$ cat src/hw/rtl/qsvb_pkg.sv
// qsvb_pkg: shared types, constants and color tables for the quad shell vertex builder
// used by qsvb_ctrl, qsvb_dp and quad_shell_vertex_builder_unit; no dependencies
package qsvb_pkg;

   localparam int COORD_W   = 24;
   localparam int DIFF_W    = 25;
   localparam int PROD_W    = 50;
   localparam int NRM_W     = 52;
   localparam int SQ_W      = 50;
   localparam int MAG_W     = 25;
   localparam int STEP_W    = 24;
   localparam int BAND_W    = 5;
   localparam int THR_W     = STEP_W + BAND_W;
   localparam int PID_W     = 16;
   localparam int REM_W     = 4;
   localparam int CNT_W     = 5;
   localparam int IN_W      = 160;
   localparam int OUT_W     = 256;
   // reciprocal remainder: shift covers a 16-bit id and a divisor up to 16
   localparam int MOD_SHIFT = PID_W + 5;
   localparam int RECIP_W   = MOD_SHIFT + 1;
   localparam int QPROD_W   = PID_W + RECIP_W;

   localparam logic [1:0] CSR_CONTOUR_MODE = 2'd0;
   localparam logic [1:0] CSR_CONTOUR_STEP = 2'd1;
   localparam logic [1:0] CSR_SWAP_BYTES   = 2'd2;

   localparam logic [3:0] PART_LAST = 4'd12;
   localparam logic [4:0] BAND_LAST = 5'd23;

   // commands from the controller to the datapath
   typedef struct packed {
      logic       load;
      logic       mul_en;
      logic       mul_cross;
      logic [2:0] mul_idx;
      logic       sqrt_init;
      logic       sqrt_step;
      logic       band_init;
      logic       band_step;
      logic       mod_init;
      logic       mod_step;
      logic       emit;
      logic [2:0] emit_idx;
      logic [1:0] corner;
   } cmd_type;

   typedef struct packed {
      logic band_hit;
   } status_type;

   // corner visited by each of the six vertices: 0,1,2,2,3,0
   function automatic logic [1:0] vertex_corner(input logic [2:0] k);
      logic [1:0] c;
      unique case (k)
         3'd0: c = 2'd0;
         3'd1: c = 2'd1;
         3'd2: c = 2'd2;
         3'd3: c = 2'd2;
         3'd4: c = 2'd3;
         default: c = 2'd0;
      endcase
      return c;
   endfunction

   // {red, green, blue}
   function automatic logic [23:0] part_rgb(input logic [3:0] i);
      logic [23:0] v;
      unique case (i)
         4'd0:  v = {8'd255, 8'd0,   8'd0};
         4'd1:  v = {8'd0,   8'd255, 8'd0};
         4'd2:  v = {8'd0,   8'd0,   8'd255};
         4'd3:  v = {8'd0,   8'd255, 8'd255};
         4'd4:  v = {8'd255, 8'd0,   8'd255};
         4'd5:  v = {8'd255, 8'd255, 8'd0};
         4'd6:  v = {8'd255, 8'd0,   8'd148};
         4'd7:  v = {8'd255, 8'd191, 8'd0};
         4'd8:  v = {8'd168, 8'd255, 8'd0};
         4'd9:  v = {8'd0,   8'd255, 8'd168};
         4'd10: v = {8'd0,   8'd128, 8'd255};
         4'd11: v = {8'd255, 8'd128, 8'd0};
         default: v = {8'd0, 8'd191, 8'd255};
      endcase
      return v;
   endfunction

   function automatic logic [23:0] band_rgb(input logic [4:0] i);
      logic [23:0] v;
      unique case (i)
         5'd0:  v = {8'd0,   8'd0,   8'd255};
         5'd1:  v = {8'd0,   8'd64,  8'd255};
         5'd2:  v = {8'd0,   8'd128, 8'd255};
         5'd3:  v = {8'd0,   8'd159, 8'd255};
         5'd4:  v = {8'd0,   8'd191, 8'd255};
         5'd5:  v = {8'd0,   8'd223, 8'd255};
         5'd6:  v = {8'd0,   8'd255, 8'd255};
         5'd7:  v = {8'd0,   8'd255, 8'd224};
         5'd8:  v = {8'd0,   8'd255, 8'd168};
         5'd9:  v = {8'd0,   8'd255, 8'd84};
         5'd10: v = {8'd0,   8'd255, 8'd0};
         5'd11: v = {8'd96,  8'd255, 8'd0};
         5'd12: v = {8'd191, 8'd255, 8'd0};
         5'd13: v = {8'd223, 8'd255, 8'd0};
         5'd14: v = {8'd255, 8'd255, 8'd0};
         5'd15: v = {8'd255, 8'd223, 8'd0};
         5'd16: v = {8'd255, 8'd191, 8'd0};
         5'd17: v = {8'd255, 8'd159, 8'd0};
         5'd18: v = {8'd255, 8'd128, 8'd0};
         5'd19: v = {8'd255, 8'd64,  8'd0};
         5'd20: v = {8'd255, 8'd0,   8'd0};
         5'd21: v = {8'd255, 8'd0,   8'd74};
         5'd22: v = {8'd255, 8'd0,   8'd148};
         default: v = {8'd255, 8'd0, 8'd255};
      endcase
      return v;
   endfunction

endpackage

$ cat src/hw/rtl/qsvb_ctrl.sv
// qsvb_ctrl: sequencer for the quad shell vertex builder
// depends on qsvb_pkg; drives qsvb_dp through qsvb_pkg::cmd_type
module qsvb_ctrl (
   input  logic                  clock,
   input  logic                  reset,
   input  logic                  req_tvalid,
   output logic                  req_tready,
   output logic                  rsp_tvalid,
   input  logic                  rsp_tready,
   output qsvb_pkg::cmd_type     cmd,
   input  qsvb_pkg::status_type  status
);

   typedef enum logic [2:0] {
      ST_IDLE, ST_SQ, ST_SQRT, ST_BAND, ST_CROSS, ST_MOD, ST_EMIT
   } state_type;

   state_type                    state_ff, state_in;
   logic [qsvb_pkg::CNT_W-1:0]   cnt_ff, cnt_in;
   logic [1:0]                   corner_ff, corner_in;
   logic                         valid_ff, valid_in;

   assign req_tready = (state_ff == ST_IDLE);
   assign rsp_tvalid = valid_ff;

   always_comb begin
      state_in  = state_ff;
      cnt_in    = cnt_ff;
      corner_in = corner_ff;
      valid_in  = valid_ff && !rsp_tready;
      cmd       = '0;
      cmd.corner   = corner_ff;
      cmd.mul_idx  = cnt_ff[2:0];
      cmd.emit_idx = cnt_ff[2:0];
      unique case (state_ff)
         ST_IDLE: begin
            if (req_tvalid) begin
               cmd.load = 1'b1;
               cnt_in   = '0;
               state_in = ST_SQ;
            end
         end
         ST_SQ: begin
            // three squares issued, then a wait until the last one lands in sq_ff
            cmd.mul_en = (cnt_ff < 5'd3);
            cnt_in     = cnt_ff + 5'd1;
            if (cnt_ff == 5'd4) begin
               cmd.sqrt_init = 1'b1;
               cnt_in        = '0;
               state_in      = ST_SQRT;
            end
         end
         ST_SQRT: begin
            cmd.sqrt_step = 1'b1;
            cnt_in        = cnt_ff + 5'd1;
            if (cnt_ff == 5'd24) begin
               cmd.band_init = 1'b1;
               state_in      = ST_BAND;
            end
         end
         ST_BAND: begin
            cmd.band_step = 1'b1;
            if (status.band_hit) begin
               cnt_in = '0;
               if (corner_ff == 2'd3) begin
                  corner_in    = 2'd0;
                  cmd.mod_init = 1'b1;
                  state_in     = ST_CROSS;
               end else begin
                  corner_in = corner_ff + 2'd1;
                  state_in  = ST_IDLE;
               end
            end
         end
         ST_CROSS: begin
            cmd.mul_en    = (cnt_ff < 5'd6);
            cmd.mul_cross = 1'b1;
            cnt_in        = cnt_ff + 5'd1;
            if (cnt_ff == 5'd6) begin
               cnt_in   = '0;
               state_in = ST_MOD;
            end
         end
         ST_MOD: begin
            // remainder from the quotient taken at the end of the band search
            cmd.mod_step = 1'b1;
            cnt_in       = '0;
            state_in     = ST_EMIT;
         end
         ST_EMIT: begin
            if (!valid_ff || rsp_tready) begin
               cmd.emit = 1'b1;
               valid_in = 1'b1;
               cnt_in   = cnt_ff + 5'd1;
               if (cnt_ff == 5'd5) begin
                  cnt_in   = '0;
                  state_in = ST_IDLE;
               end
            end
         end
         default: state_in = ST_IDLE;
      endcase
   end

   always_ff @(posedge clock) begin
      if (reset) begin
         state_ff  <= ST_IDLE;
         cnt_ff    <= '0;
         corner_ff <= '0;
         valid_ff  <= 1'b0;
      end else begin
         state_ff  <= state_in;
         cnt_ff    <= cnt_in;
         corner_ff <= corner_in;
         valid_ff  <= valid_in;
      end
   end

`ifndef ASSERT_OFF
   a_busy_after_accept: assert property (@(posedge clock) disable iff (reset)
      (req_tvalid && req_tready) |=> !req_tready)
      else $error("input taken twice in a row");
   a_no_overwrite: assert property (@(posedge clock) disable iff (reset)
      cmd.emit |-> (!valid_ff || rsp_tready))
      else $error("output beat overwritten");
   a_emit_only_fourth: assert property (@(posedge clock) disable iff (reset)
      cmd.emit |-> (corner_ff == 2'd0))
      else $error("emit before all corners in");
`endif

endmodule

$ cat src/hw/rtl/qsvb_dp.sv
// qsvb_dp: datapath of the quad shell vertex builder (corners, multiplier,
// square root, band search, part remainder, output register); depends on qsvb_pkg
module qsvb_dp #(
   parameter int BAND_COUNT   = 24,
   parameter int PART_COLOURS = 13
) (
   input  logic                          clock,
   input  logic                          reset,
   input  logic                          csr_we,
   input  logic [1:0]                    csr_addr,
   input  logic [qsvb_pkg::STEP_W-1:0]   csr_wdata,
   input  logic [qsvb_pkg::IN_W-1:0]     req_tdata,
   output logic [qsvb_pkg::OUT_W-1:0]    rsp_tdata,
   output logic                          rsp_tlast,
   input  qsvb_pkg::cmd_type             cmd,
   output qsvb_pkg::status_type          status
);

   localparam int DIFF_W = qsvb_pkg::DIFF_W;
   localparam logic [4:0] BAND_END = 5'(BAND_COUNT - 1);
   localparam logic [4:0] PART_MOD = 5'(PART_COLOURS);
   // rounded-up reciprocal of the part count
   localparam logic [qsvb_pkg::RECIP_W-1:0] PART_RECIP = qsvb_pkg::RECIP_W'(
      ((1 << qsvb_pkg::MOD_SHIFT) + PART_COLOURS - 1) / PART_COLOURS);

   logic                                 mode_ff, swap_ff;
   logic [qsvb_pkg::STEP_W-1:0]          step_ff;

   logic signed [qsvb_pkg::COORD_W-1:0]  corner_ff [4][3];
   logic [qsvb_pkg::BAND_W-1:0]          band_ff [4];
   logic signed [qsvb_pkg::DIFF_W-1:0]   d_ff [3];
   logic [qsvb_pkg::PID_W-1:0]           pid_ff;

   logic signed [qsvb_pkg::PROD_W-1:0]   prod_ff;
   logic                                 tag_en_ff, tag_cross_ff;
   logic [2:0]                           tag_idx_ff;
   logic [qsvb_pkg::SQ_W-1:0]            sq_ff;
   logic signed [qsvb_pkg::NRM_W-1:0]    nrm_ff [3];

   logic [qsvb_pkg::SQ_W-1:0]            v_ff, res_ff, bit_ff;
   logic [qsvb_pkg::BAND_W-1:0]          bi_ff;
   logic [qsvb_pkg::THR_W-1:0]           thr_ff;
   logic [qsvb_pkg::PID_W-1:0]           quo_ff;
   logic [qsvb_pkg::REM_W-1:0]           rem_ff;

   logic [qsvb_pkg::OUT_W-1:0]           out_ff;
   logic                                 last_ff;

   // input unpack with optional byte swap
   logic [23:0]                          raw [6];
   logic signed [qsvb_pkg::COORD_W-1:0]  fld [6];
   logic [qsvb_pkg::PID_W-1:0]           pid_w;

   always_comb begin
      for (int k = 0; k < 6; k++) begin
         raw[k] = req_tdata[24*k +: 24];
         fld[k] = swap_ff ? {raw[k][7:0], raw[k][15:8], raw[k][23:16]} : raw[k];
      end
      pid_w = swap_ff ? {req_tdata[151:144], req_tdata[159:152]} : req_tdata[159:144];
   end

   // diagonals and shared multiplier operands
   logic signed [qsvb_pkg::DIFF_W-1:0]   d1 [3], d2 [3];
   logic signed [qsvb_pkg::DIFF_W-1:0]   mul_a, mul_b;

   always_comb begin
      for (int k = 0; k < 3; k++) begin
         d1[k] = DIFF_W'(corner_ff[2][k]) - DIFF_W'(corner_ff[0][k]);
         d2[k] = DIFF_W'(corner_ff[3][k]) - DIFF_W'(corner_ff[1][k]);
      end
      mul_a = d_ff[0];
      mul_b = d_ff[0];
      if (!cmd.mul_cross) begin
         unique case (cmd.mul_idx)
            3'd1:    begin mul_a = d_ff[1]; mul_b = d_ff[1]; end
            3'd2:    begin mul_a = d_ff[2]; mul_b = d_ff[2]; end
            default: begin mul_a = d_ff[0]; mul_b = d_ff[0]; end
         endcase
      end else begin
         unique case (cmd.mul_idx)
            3'd0:    begin mul_a = d1[1]; mul_b = d2[2]; end
            3'd1:    begin mul_a = d1[2]; mul_b = d2[1]; end
            3'd2:    begin mul_a = d1[2]; mul_b = d2[0]; end
            3'd3:    begin mul_a = d1[0]; mul_b = d2[2]; end
            3'd4:    begin mul_a = d1[0]; mul_b = d2[1]; end
            default: begin mul_a = d1[1]; mul_b = d2[0]; end
         endcase
      end
   end

   // square root step, band compare and part remainder
   logic [qsvb_pkg::SQ_W:0]              trial;
   logic [qsvb_pkg::MAG_W-1:0]           mag;
   logic [qsvb_pkg::QPROD_W-1:0]         qprod;
   logic [qsvb_pkg::PID_W-1:0]           rem_full;
   logic [3:0]                           pidx;
   logic [1:0]                           cn;
   logic [4:0]                           bsel;
   logic [23:0]                          rgb;

   assign trial = {1'b0, res_ff} + {1'b0, bit_ff};
   assign mag   = res_ff[qsvb_pkg::MAG_W-1:0];
   assign status.band_hit = (bi_ff == BAND_END) ||
                            (thr_ff > qsvb_pkg::THR_W'(mag));
   assign qprod    = qsvb_pkg::QPROD_W'(pid_ff) * qsvb_pkg::QPROD_W'(PART_RECIP);
   assign rem_full = pid_ff - quo_ff * qsvb_pkg::PID_W'(PART_MOD);
   assign pidx  = (rem_ff > qsvb_pkg::PART_LAST) ? qsvb_pkg::PART_LAST : rem_ff;

   always_comb begin
      cn   = qsvb_pkg::vertex_corner(cmd.emit_idx);
      bsel = (band_ff[cn] > qsvb_pkg::BAND_LAST) ? qsvb_pkg::BAND_LAST : band_ff[cn];
      rgb  = mode_ff ? qsvb_pkg::band_rgb(bsel) : qsvb_pkg::part_rgb(pidx);
   end

   always_ff @(posedge clock) begin
      if (reset) begin
         mode_ff   <= 1'b0;
         swap_ff   <= 1'b0;
         step_ff   <= '0;
         tag_en_ff <= 1'b0;
      end else begin
         if (csr_we) begin
            unique case (csr_addr)
               qsvb_pkg::CSR_CONTOUR_MODE: mode_ff <= csr_wdata[0];
               qsvb_pkg::CSR_CONTOUR_STEP: step_ff <= csr_wdata;
               qsvb_pkg::CSR_SWAP_BYTES:   swap_ff <= csr_wdata[0];
               default: ;
            endcase
         end
         tag_en_ff <= cmd.mul_en;
      end
   end

   always_ff @(posedge clock) begin
      if (cmd.load) begin
         for (int k = 0; k < 3; k++) begin
            corner_ff[cmd.corner][k] <= fld[k];
            d_ff[k] <= DIFF_W'(fld[k]) - DIFF_W'(fld[k+3]);
         end
         pid_ff <= pid_w;
      end

      prod_ff      <= mul_a * mul_b;
      tag_cross_ff <= cmd.mul_cross;
      tag_idx_ff   <= cmd.mul_idx;
      if (tag_en_ff) begin
         if (!tag_cross_ff) begin
            sq_ff <= ((tag_idx_ff == 3'd0) ? '0 : sq_ff) + $unsigned(prod_ff);
         end else if (!tag_idx_ff[0]) begin
            nrm_ff[tag_idx_ff[2:1]] <= qsvb_pkg::NRM_W'(prod_ff);
         end else begin
            nrm_ff[tag_idx_ff[2:1]] <= nrm_ff[tag_idx_ff[2:1]] - qsvb_pkg::NRM_W'(prod_ff);
         end
      end

      if (cmd.sqrt_init) begin
         v_ff   <= sq_ff;
         res_ff <= '0;
         bit_ff <= qsvb_pkg::SQ_W'(1) << 48;
      end else if (cmd.sqrt_step) begin
         if ({1'b0, v_ff} >= trial) begin
            v_ff   <= v_ff - trial[qsvb_pkg::SQ_W-1:0];
            res_ff <= (res_ff >> 1) + bit_ff;
         end else begin
            res_ff <= res_ff >> 1;
         end
         bit_ff <= bit_ff >> 2;
      end

      if (cmd.band_init) begin
         bi_ff  <= '0;
         thr_ff <= '0;
      end else if (cmd.band_step) begin
         if (status.band_hit) begin
            band_ff[cmd.corner] <= bi_ff;
         end
         bi_ff  <= bi_ff + 5'd1;
         thr_ff <= thr_ff + qsvb_pkg::THR_W'(step_ff);
      end

      // quotient by reciprocal multiply, then remainder
      if (cmd.mod_init) begin
         quo_ff <= qprod[qsvb_pkg::MOD_SHIFT +: qsvb_pkg::PID_W];
      end
      if (cmd.mod_step) begin
         rem_ff <= rem_full[qsvb_pkg::REM_W-1:0];
      end

      if (cmd.emit) begin
         out_ff <= {4'd0, rgb[7:0], rgb[15:8], rgb[23:16],
                    nrm_ff[2], nrm_ff[1], nrm_ff[0],
                    corner_ff[cn][2], corner_ff[cn][1], corner_ff[cn][0]};
         last_ff <= (cmd.emit_idx == 3'd5);
      end
   end

   assign rsp_tdata = out_ff;
   assign rsp_tlast = last_ff;

endmodule

$ cat src/hw/rtl/quad_shell_vertex_builder_unit.sv
// quad_shell_vertex_builder_unit: top level of the quad shell vertex builder
// depends on qsvb_pkg, qsvb_ctrl and qsvb_dp
//
//   channel | direction | beat content
//   req_*   | in        | one corner node: cur xyz, ref xyz, part id
//   rsp_*   | out       | one vertex: position, normal, color; tlast on sixth
//   csr_*   | in        | register write: contour_mode, contour_step, swap_bytes
//
// each corner beat is accepted, then the squared displacement is formed on the
// shared 25x25 multiplier, followed by the bit-pair square root and the
// band search (one threshold a cycle)
// the fourth corner adds a cross product on the same multiplier,
// the part id remainder (reciprocal multiply) and six result beats
// a stalled result beat holds in the output register; the next corner is
// taken once the last beat is loaded, even while it still waits
// reset is synchronous and clears the sequencer and the contour/swap control registers
module quad_shell_vertex_builder_unit #(
   parameter int BAND_COUNT   = 24,
   parameter int PART_COLOURS = 13
) (
   input  logic          clock,
   input  logic          reset,
   input  logic          csr_we,
   input  logic [1:0]    csr_addr,
   input  logic [23:0]   csr_wdata,
   input  logic          req_tvalid,
   output logic          req_tready,
   // cur_x, cur_y, cur_z, ref_x, ref_y, ref_z, part_id
   input  logic [159:0]  req_tdata,
   output logic          rsp_tvalid,
   input  logic          rsp_tready,
   // vertex_x, vertex_y, vertex_z, normal_x, normal_y, normal_z, red, green, blue, pad
   output logic [255:0]  rsp_tdata,
   output logic          rsp_tlast
);

   qsvb_pkg::cmd_type     cmd;
   qsvb_pkg::status_type  status;

   qsvb_ctrl u_ctrl (
      .clock      (clock),
      .reset      (reset),
      .req_tvalid (req_tvalid),
      .req_tready (req_tready),
      .rsp_tvalid (rsp_tvalid),
      .rsp_tready (rsp_tready),
      .cmd        (cmd),
      .status     (status)
   );

   qsvb_dp #(
      .BAND_COUNT   (BAND_COUNT),
      .PART_COLOURS (PART_COLOURS)
   ) u_dp (
      .clock     (clock),
      .reset     (reset),
      .csr_we    (csr_we),
      .csr_addr  (csr_addr),
      .csr_wdata (csr_wdata),
      .req_tdata (req_tdata),
      .rsp_tdata (rsp_tdata),
      .rsp_tlast (rsp_tlast),
      .cmd       (cmd),
      .status    (status)
   );

endmodule
$ cat config.mk
export PLATFORM = sky130hd
export DESIGN_NAME = quad_shell_vertex_builder_unit
export DESIGN_NICKNAME = d
export VERILOG_FILES = /design/src/hw/rtl/qsvb_pkg.sv /design/src/hw/rtl/qsvb_ctrl.sv /design/src/hw/rtl/qsvb_dp.sv /design/src/hw/rtl/quad_shell_vertex_builder_unit.sv
export SDC_FILE = /design/constraint.sdc
export NUM_CORES = 2
export LEC_CHECK = 0
export BUFFER_PORTS_ARGS = -buffer_cell sky130_fd_sc_hd__buf_2
export CAP_MARGIN = 0
export CORE_MARGIN = 10
export CORE_UTILIZATION = 57
export DETAILED_ROUTE_END_ITERATION = 7
export PLACE_DENSITY = 0.82
export SLEW_MARGIN = 10
export SYNTH_ARGS = -nofsm -noshare
export SYNTH_HDL_FRONTEND = slang
export SYNTH_SLANG_ARGS = --single-unit
$ cat constraint.sdc
create_clock -name clock -period 8.6 [get_ports clock]
set_clock_uncertainty 0.15 [all_clocks]
set_input_delay 0.43 -clock clock [delete_from_list [all_inputs] [get_ports clock]]
set_output_delay 0.43 -clock clock [all_outputs]
set_load 0.1 [all_outputs]
======== Word level (Yosys, flattened, before mapping) ========
Memories as Yosys holds them, arrays and structs flattened. A register that Yosys moved wholly into a read port is not among the register bits.
Cells that the tools add are included.
word-level totals
  register bits after elaboration ......... 587
  RAM bits ................................ 539
  bits in read-only memories .............. 1152
  output and inout bits ................... 259
  memories kept ........................... 6
operators by class
  $add $sub $neg .......................... 19
  multipliers ............................. 3
  magnitude comparators ................... 6
  equality and inequality tests ........... 26
  mux-type cells .......................... 69
  bitwise gates (word level) .............. 2
  reductions and logical operators ........ 25
memories
  name             depth  width  rd ports  clocked after Yosys merged registers in  write ports  RTL line        text
  (no name shown)  32     24     1         0                                        0            qsvb_pkg.sv:89  unique case (i)
  (no name shown)  16     24     1         0                                        0            qsvb_pkg.sv:69  unique case (i)
  u_dp.corner_ff   4      72     5         1                                        1            qsvb_dp.sv:29   logic signed [qsvb_pkg::COORD_W-1:0] corner_ff [4][3];
  u_dp.nrm_ff      3      52     4         4                                        1            qsvb_dp.sv:38   logic signed [qsvb_pkg::NRM_W-1:0] nrm_ff [3];
  u_dp.d_ff        3      25     3         0                                        3            qsvb_dp.sv:31   logic signed [qsvb_pkg::DIFF_W-1:0] d_ff [3];
  u_dp.band_ff     4      5      1         0                                        1            qsvb_dp.sv:30   logic [qsvb_pkg::BAND_W-1:0] band_ff [4];
operators by type and width
  operator                                                                count
  50-bit two-way mux                                                      5
  24-bit by 24-bit subtractor with 25-bit output                          9
  24-bit two-way mux                                                      7
  25-bit case mux with 2 select lines                                     3
  52-bit two-way mux                                                      1
  52-bit by 50-bit subtractor with 52-bit output                          1
  50-bit by 49-bit adder with 51-bit output                               1
  50-bit by 51-bit greater-or-equal comparator with 1-bit output          1
  49-bit by 49-bit adder with 50-bit output                               1
  50-bit adder                                                            1
  25-bit by 25-bit multiplier with 50-bit output                          1
  25-bit two-way mux                                                      2
  50-bit subtractor                                                       1
  5-bit two-way mux                                                       7
  5-bit case mux with 7 select lines                                      1
  16-bit by 15-bit multiplier with 31-bit output (second input constant)  1
  29-bit by 24-bit adder with 29-bit output                               1
  29-bit by 25-bit greater-than comparator with 1-bit output              1
  1-bit two-way mux                                                       27
  3-bit two-way mux                                                       8
  3-bit case mux with 7 select lines                                      1
  16-bit two-way mux                                                      1
  3-bit == test (second input constant)                                   5
  5-bit by 3-bit == test with 1-bit output (second input constant)        3
  32 further kinds                                                        60

======== Depth between registers and ports, before layout ========
An unclocked memory read counts as a cell.
  word-level depth ........................ 8
  gate-level depth with buffers ........... 41
  mapped depth without buffers ............ 40

======== Cells and area by module ========
From an unflattened synthesis, not the netlist that was laid out.
unflattened totals
  cells, all modules ...................... 8633
  area, all modules ....................... 91474.0 um^2
by module, submodules not included
  module     times used  cells an instance  area each (um^2)  seq. area each (um^2)
  qsvb_dp    1           8523               90606.9           32601.3
  qsvb_ctrl  1           110                867.1             220.2

======== Worst setup path after synthesis ========
No wires, ideal clock.
  path type ............................... reg2reg
  from .................................... memory u_dp.corner_ff[2][24] (netlist bit)
  to ...................................... register u_dp.prod_ff[47] (netlist bit)
  setup time .............................. 0.127 ns
  arrival time ............................ 9.143 ns
  path slack .............................. -0.820 ns
  stages on the path, launching flop included .. 37
  path buffers ............................ 1
  period minus slack after synthesis ...... 9.420 ns
  path through ............................ edfxtp_1 -> inv_1 -> ha_1 -> inv_1 -> fa_1 -> a211oi_1 -> o21ai_1 -> a31o_2 -> a21oi_2 -> o211ai_1 -> and4_1 -> o31ai_2 -> nor2b_1 -> nor4b_1 -> o311a_1 -> buf_2 -> nand2_1 -> fa_1 -> fa_1 -> inv_1 -> fa_1 -> inv_1 -> fa_1 -> fa_1 -> inv_1 -> fa_1 -> fa_1 -> ha_1 -> a21o_1 -> a21o_1 -> a21oi_1 -> o21bai_1 -> a21o_1 -> or3_1 -> a21oi_1 -> nor3_1 -> xor2_1
RTL lines
  item                  RTL line        text
  start, declared       qsvb_dp.sv:29
  end signal, assigned  qsvb_dp.sv:143  prod_ff <= mul_a * mul_b;
  end, declared         qsvb_dp.sv:34   logic signed [qsvb_pkg::PROD_W-1:0] prod_ff;

==> impl_metrics.json <==
{
  "netlist_area_sq_um": 92000,
  "design.portCount": 450,
  "outcome": "complete, but fails checks",
  "clkSinkCount": 1160,
  "dieArea_sq_um": 178000,
  "met3_usage_pct": 6.07,
  "max_cap_violations": 0,
  "die_x_um": 422,
  "synth_area_leaders": "edfxtp_1, fa_1, ha_1",
  "final_area_sq_um": 112000,
  "finalSetupViolations": 31,
  "die_y_um": 422,
  "ys_seq_area_share_pct": 35.7,
  "post-route-period-util_pct": 112,
  "top_usage_layer": "met2",
  "max_freq_ghz": 0.103,
  "startpoint_type": "flip-flop",
  "detail-route-antenna-nets": 0,
  "cp.arrival_ns": 10.24,
  "dr.pass1.iters": 7,
  "gr-usage-met2_pct": 54.9,
  "avgViaCountPerCell": 6.06,
  "worst_pin_slew_ns": 1.26,
  "wl_mm": 307,
  "avgRoutedWirePerCell_um": 24.1,
  "cp.required_ns": 9.17,
  "endpoint_kind": "flip-flop",
  "dp.cells": 12255,
  "period_needed_ns": 9.67,
  "gr-usage-all-layers_pct": 33.4,
  "drive_gt1_share_pct": 21.7,
  "async_flop_share_pct": 0,
  "syn_area_per_cell_sq_um": 10.2,
  "dpl_cell_area_sq_um": 104000,
  "route.detailed.drc": 0,
  "clk_latency_ns": 0.83,
  "coreArea_sq_um": 161000,
  "cts_tree": "done",
  "cpMostUsedCell": "fa_1",
  "row_count": 147,
  "syn_to_final_growth_pct": 22.0,
  "synth-seq-cells": 1160,
  "synth-edff-count": 959,
  "finalNonFillerCells": 12727,
  "rsz0062_at_grt": "yes",
  "violations": "negative setup slack",
  "hold_path.class": "primary input to flip-flop",
  "critPathTopFamily": "adder cells",
  "critPathMaxStageDelay_ns": 0.60,
  "final.setup.worst_slack_ns": -1.07,
  "mostFrequentLayoutCell": "inv_1",
  "drv_slew": 0,
  "dominantRegCellSynth": "edfxtp_1",
  "maxSlewHeadroom_pct": 14.9,
  "fillers": 11274,
  "start_util_pct": 57.3,
  "yosysTopAreaCellShare_pct": 31.3,
  "nNetsFinal": 12091,
  "cts_buffers": 130,
  "synth_cell_type_count": 100,
  "synth_cells": 9013,
  "dpl_worst_slack_ns": -1.36,
  "cts_htree_levels": 4,
  "final_cell_mix": "inv_1, nand2_1, buf_4",
  "cts.clk_slew.worst_paths_ns": 0.06,
  "io_buffers": 445,
  "place.gp.congestion": 1.02,
  "critPathMaxFanout": 5,
  "clk_path_buf_depth": 3,
  "root_buffer": "clkbuf_16",
  "first_iter_violations": 7606,
  "antenna_found_initial": 5,
  "dpl.hpwl_mm": 234,
  "vias": 77126,
  "hold_viol_final": 0,
  "grt_pass1_wl_mm": 464,
  "worst-path-buf-inv": 9,
  "crit_slowest_cell": "fa_2",
  "grt_max_degree": 146,
  "yosys_warnings": 0,
  "path_class": "flip-flop to flip-flop",
  "grt_use_met1_pct": 40.5,
  "grt_remaining_overflow": 0,
  "grt_pass1_vias": 78845,
  "yosys.area.top_type": "edfxtp_1"
}
-- final cells by class --
class | count | area (sq um) | share of cell area [%]
flip-flops and latches | 1160 | 32800 | 29.3
clock inverters | 74 | 883 | 0.787
diodes | 2 | 5.00 | 0.00446
repair buffers | 1633 | 12200 | 10.9
inverters | 1090 | 4090 | 3.65
clock buffers | 162 | 3610 | 3.22
multi-input cells | 6446 | 55800 | 49.8
well taps | 2160 | 2700 | 2.41
-- worst paths after layout --
path                                   start                   endpoint  slack, ns  depth (start not counted)
max          u_dp.corner_ff[2][24]$_DFFE_PP_   u_dp.prod_ff[47]$_DFF_P_      -1.07                         39
min                            req_tdata[88]  u_dp.d_ff[0][0]$_DFFE_PP_       0.05                          4
max reg2reg  u_dp.corner_ff[2][24]$_DFFE_PP_   u_dp.prod_ff[47]$_DFF_P_      -1.07                         39
min reg2reg      u_dp.nrm_ff[2][1]$_DFFE_PP_   rsp_tdata[177]$_DFFE_PP_       0.30                          0
-- per-stage QoR --
step	TNS (ns)	util [%]	hold slack, ns
2_1_floorplan	-2.73	-	0.221
3_3_place_gp	-22.89	64.6	0.274
3_5_place_dp	-26.59	64.6	0.282
4_1_cts	-17.71	68.9	0.00672
5_1_grt	-30.46	69.9	0.0411
6_report	-20.57	69.9	0.0543
-- synth_stat cells (70+ instances only) --
master    count
o22ai_1      90
nor2_1      536
fa_1        728
o21a_1       91
edfxtp_1    959
a31oi_1     168
xor2_1      154
clkbuf_1    242
nand2_1    1041
inv_1      1090
a21oi_1     518
xnor2_1     287
and2_1      142
nand2b_1     88
nand3_1     110
mux2_2       70
a21o_1      197
nor3_1      123
nor2b_1      85
mux2i_1      74
o21ai_0     355
ha_1        711
dfxtp_1     201
-- worst reg2reg max path, delay by kind of cell, from the launching register on --
| kind | cells | cell delay [ns] |
|---|---|---|
| adder cells (fa/ha/maj) | 10 | 4.46 |
| AO/OA/AOI/OAI | 12 | 2.05 |
| AND/OR/NAND/NOR | 7 | 1.42 |
| buffers and inverters | 9 | 0.95 |
| flip-flops | 1 | 0.41 |
| XOR/XNOR | 1 | 0.15 |
-- flip-flops by register name, indices dropped and copies added, names as in the netlist, 20 cells and up --
register and flops:
u_dp.corner_ff 288, u_dp.nrm_ff 208, rsp_tdata 156, u_dp.rsp_tdata 87, u_dp.d_ff 75, u_dp.prod_ff 50
u_dp.res_ff 50, u_dp.sq_ff 50, u_dp.v_ff 50, u_dp.thr_ff 29, u_dp.bit_ff 25, u_dp.step_ff 24
u_dp.band_ff 20
-- metal layers --
metal	part of all wire, %	routed length [um]	up-vias
met5	0	0	-
met4	7.8	23900	0
met1	37	114000	37816
met2	47	143000	4030
met3	8.6	26300	1004
li1	-	-	34276
-- logic make-up (layout without fill, tap and decap cells) --
| kind of cell | count (synthesis) | after routing | share of synthesized area, % |
|---|---|---|---|
| DFF | 1160 | 1160 | 35.7 |
| AOI/OAI and AO/OA | 1952 | 1952 | 13.8 |
| muxes | 197 | 197 | 2.96 |
| xor gates and xnor gates | 441 | 441 | 4.20 |
| adders and majority gates | 1439 | 1439 | 25.5 |
| and+or+nand+nor | 2413 | 2413 | 11.9 |
| buffers and inverters | 1410 | 2959 | 5.87 |
| other | 1 | 6 | 0.00408 |
-- repair_timing --
| action | CTS | global route |
|---|---|---|
| buffers inserted | 37 | 61 |
| endpoints found under the setup margin | 34 | 33 |
| hold endpoints to repair | 300 | 0 |
| gates cloned | 1 | 2 |
| pin swaps | 85 | 153 |
| hold buffers | 142 | 0 |
| gates resized for setup | 178 | 242 |
Power is left out: the tool's default activity adds up to more than one toggle a clock period on the data nets, which glitch-free logic cannot reach.
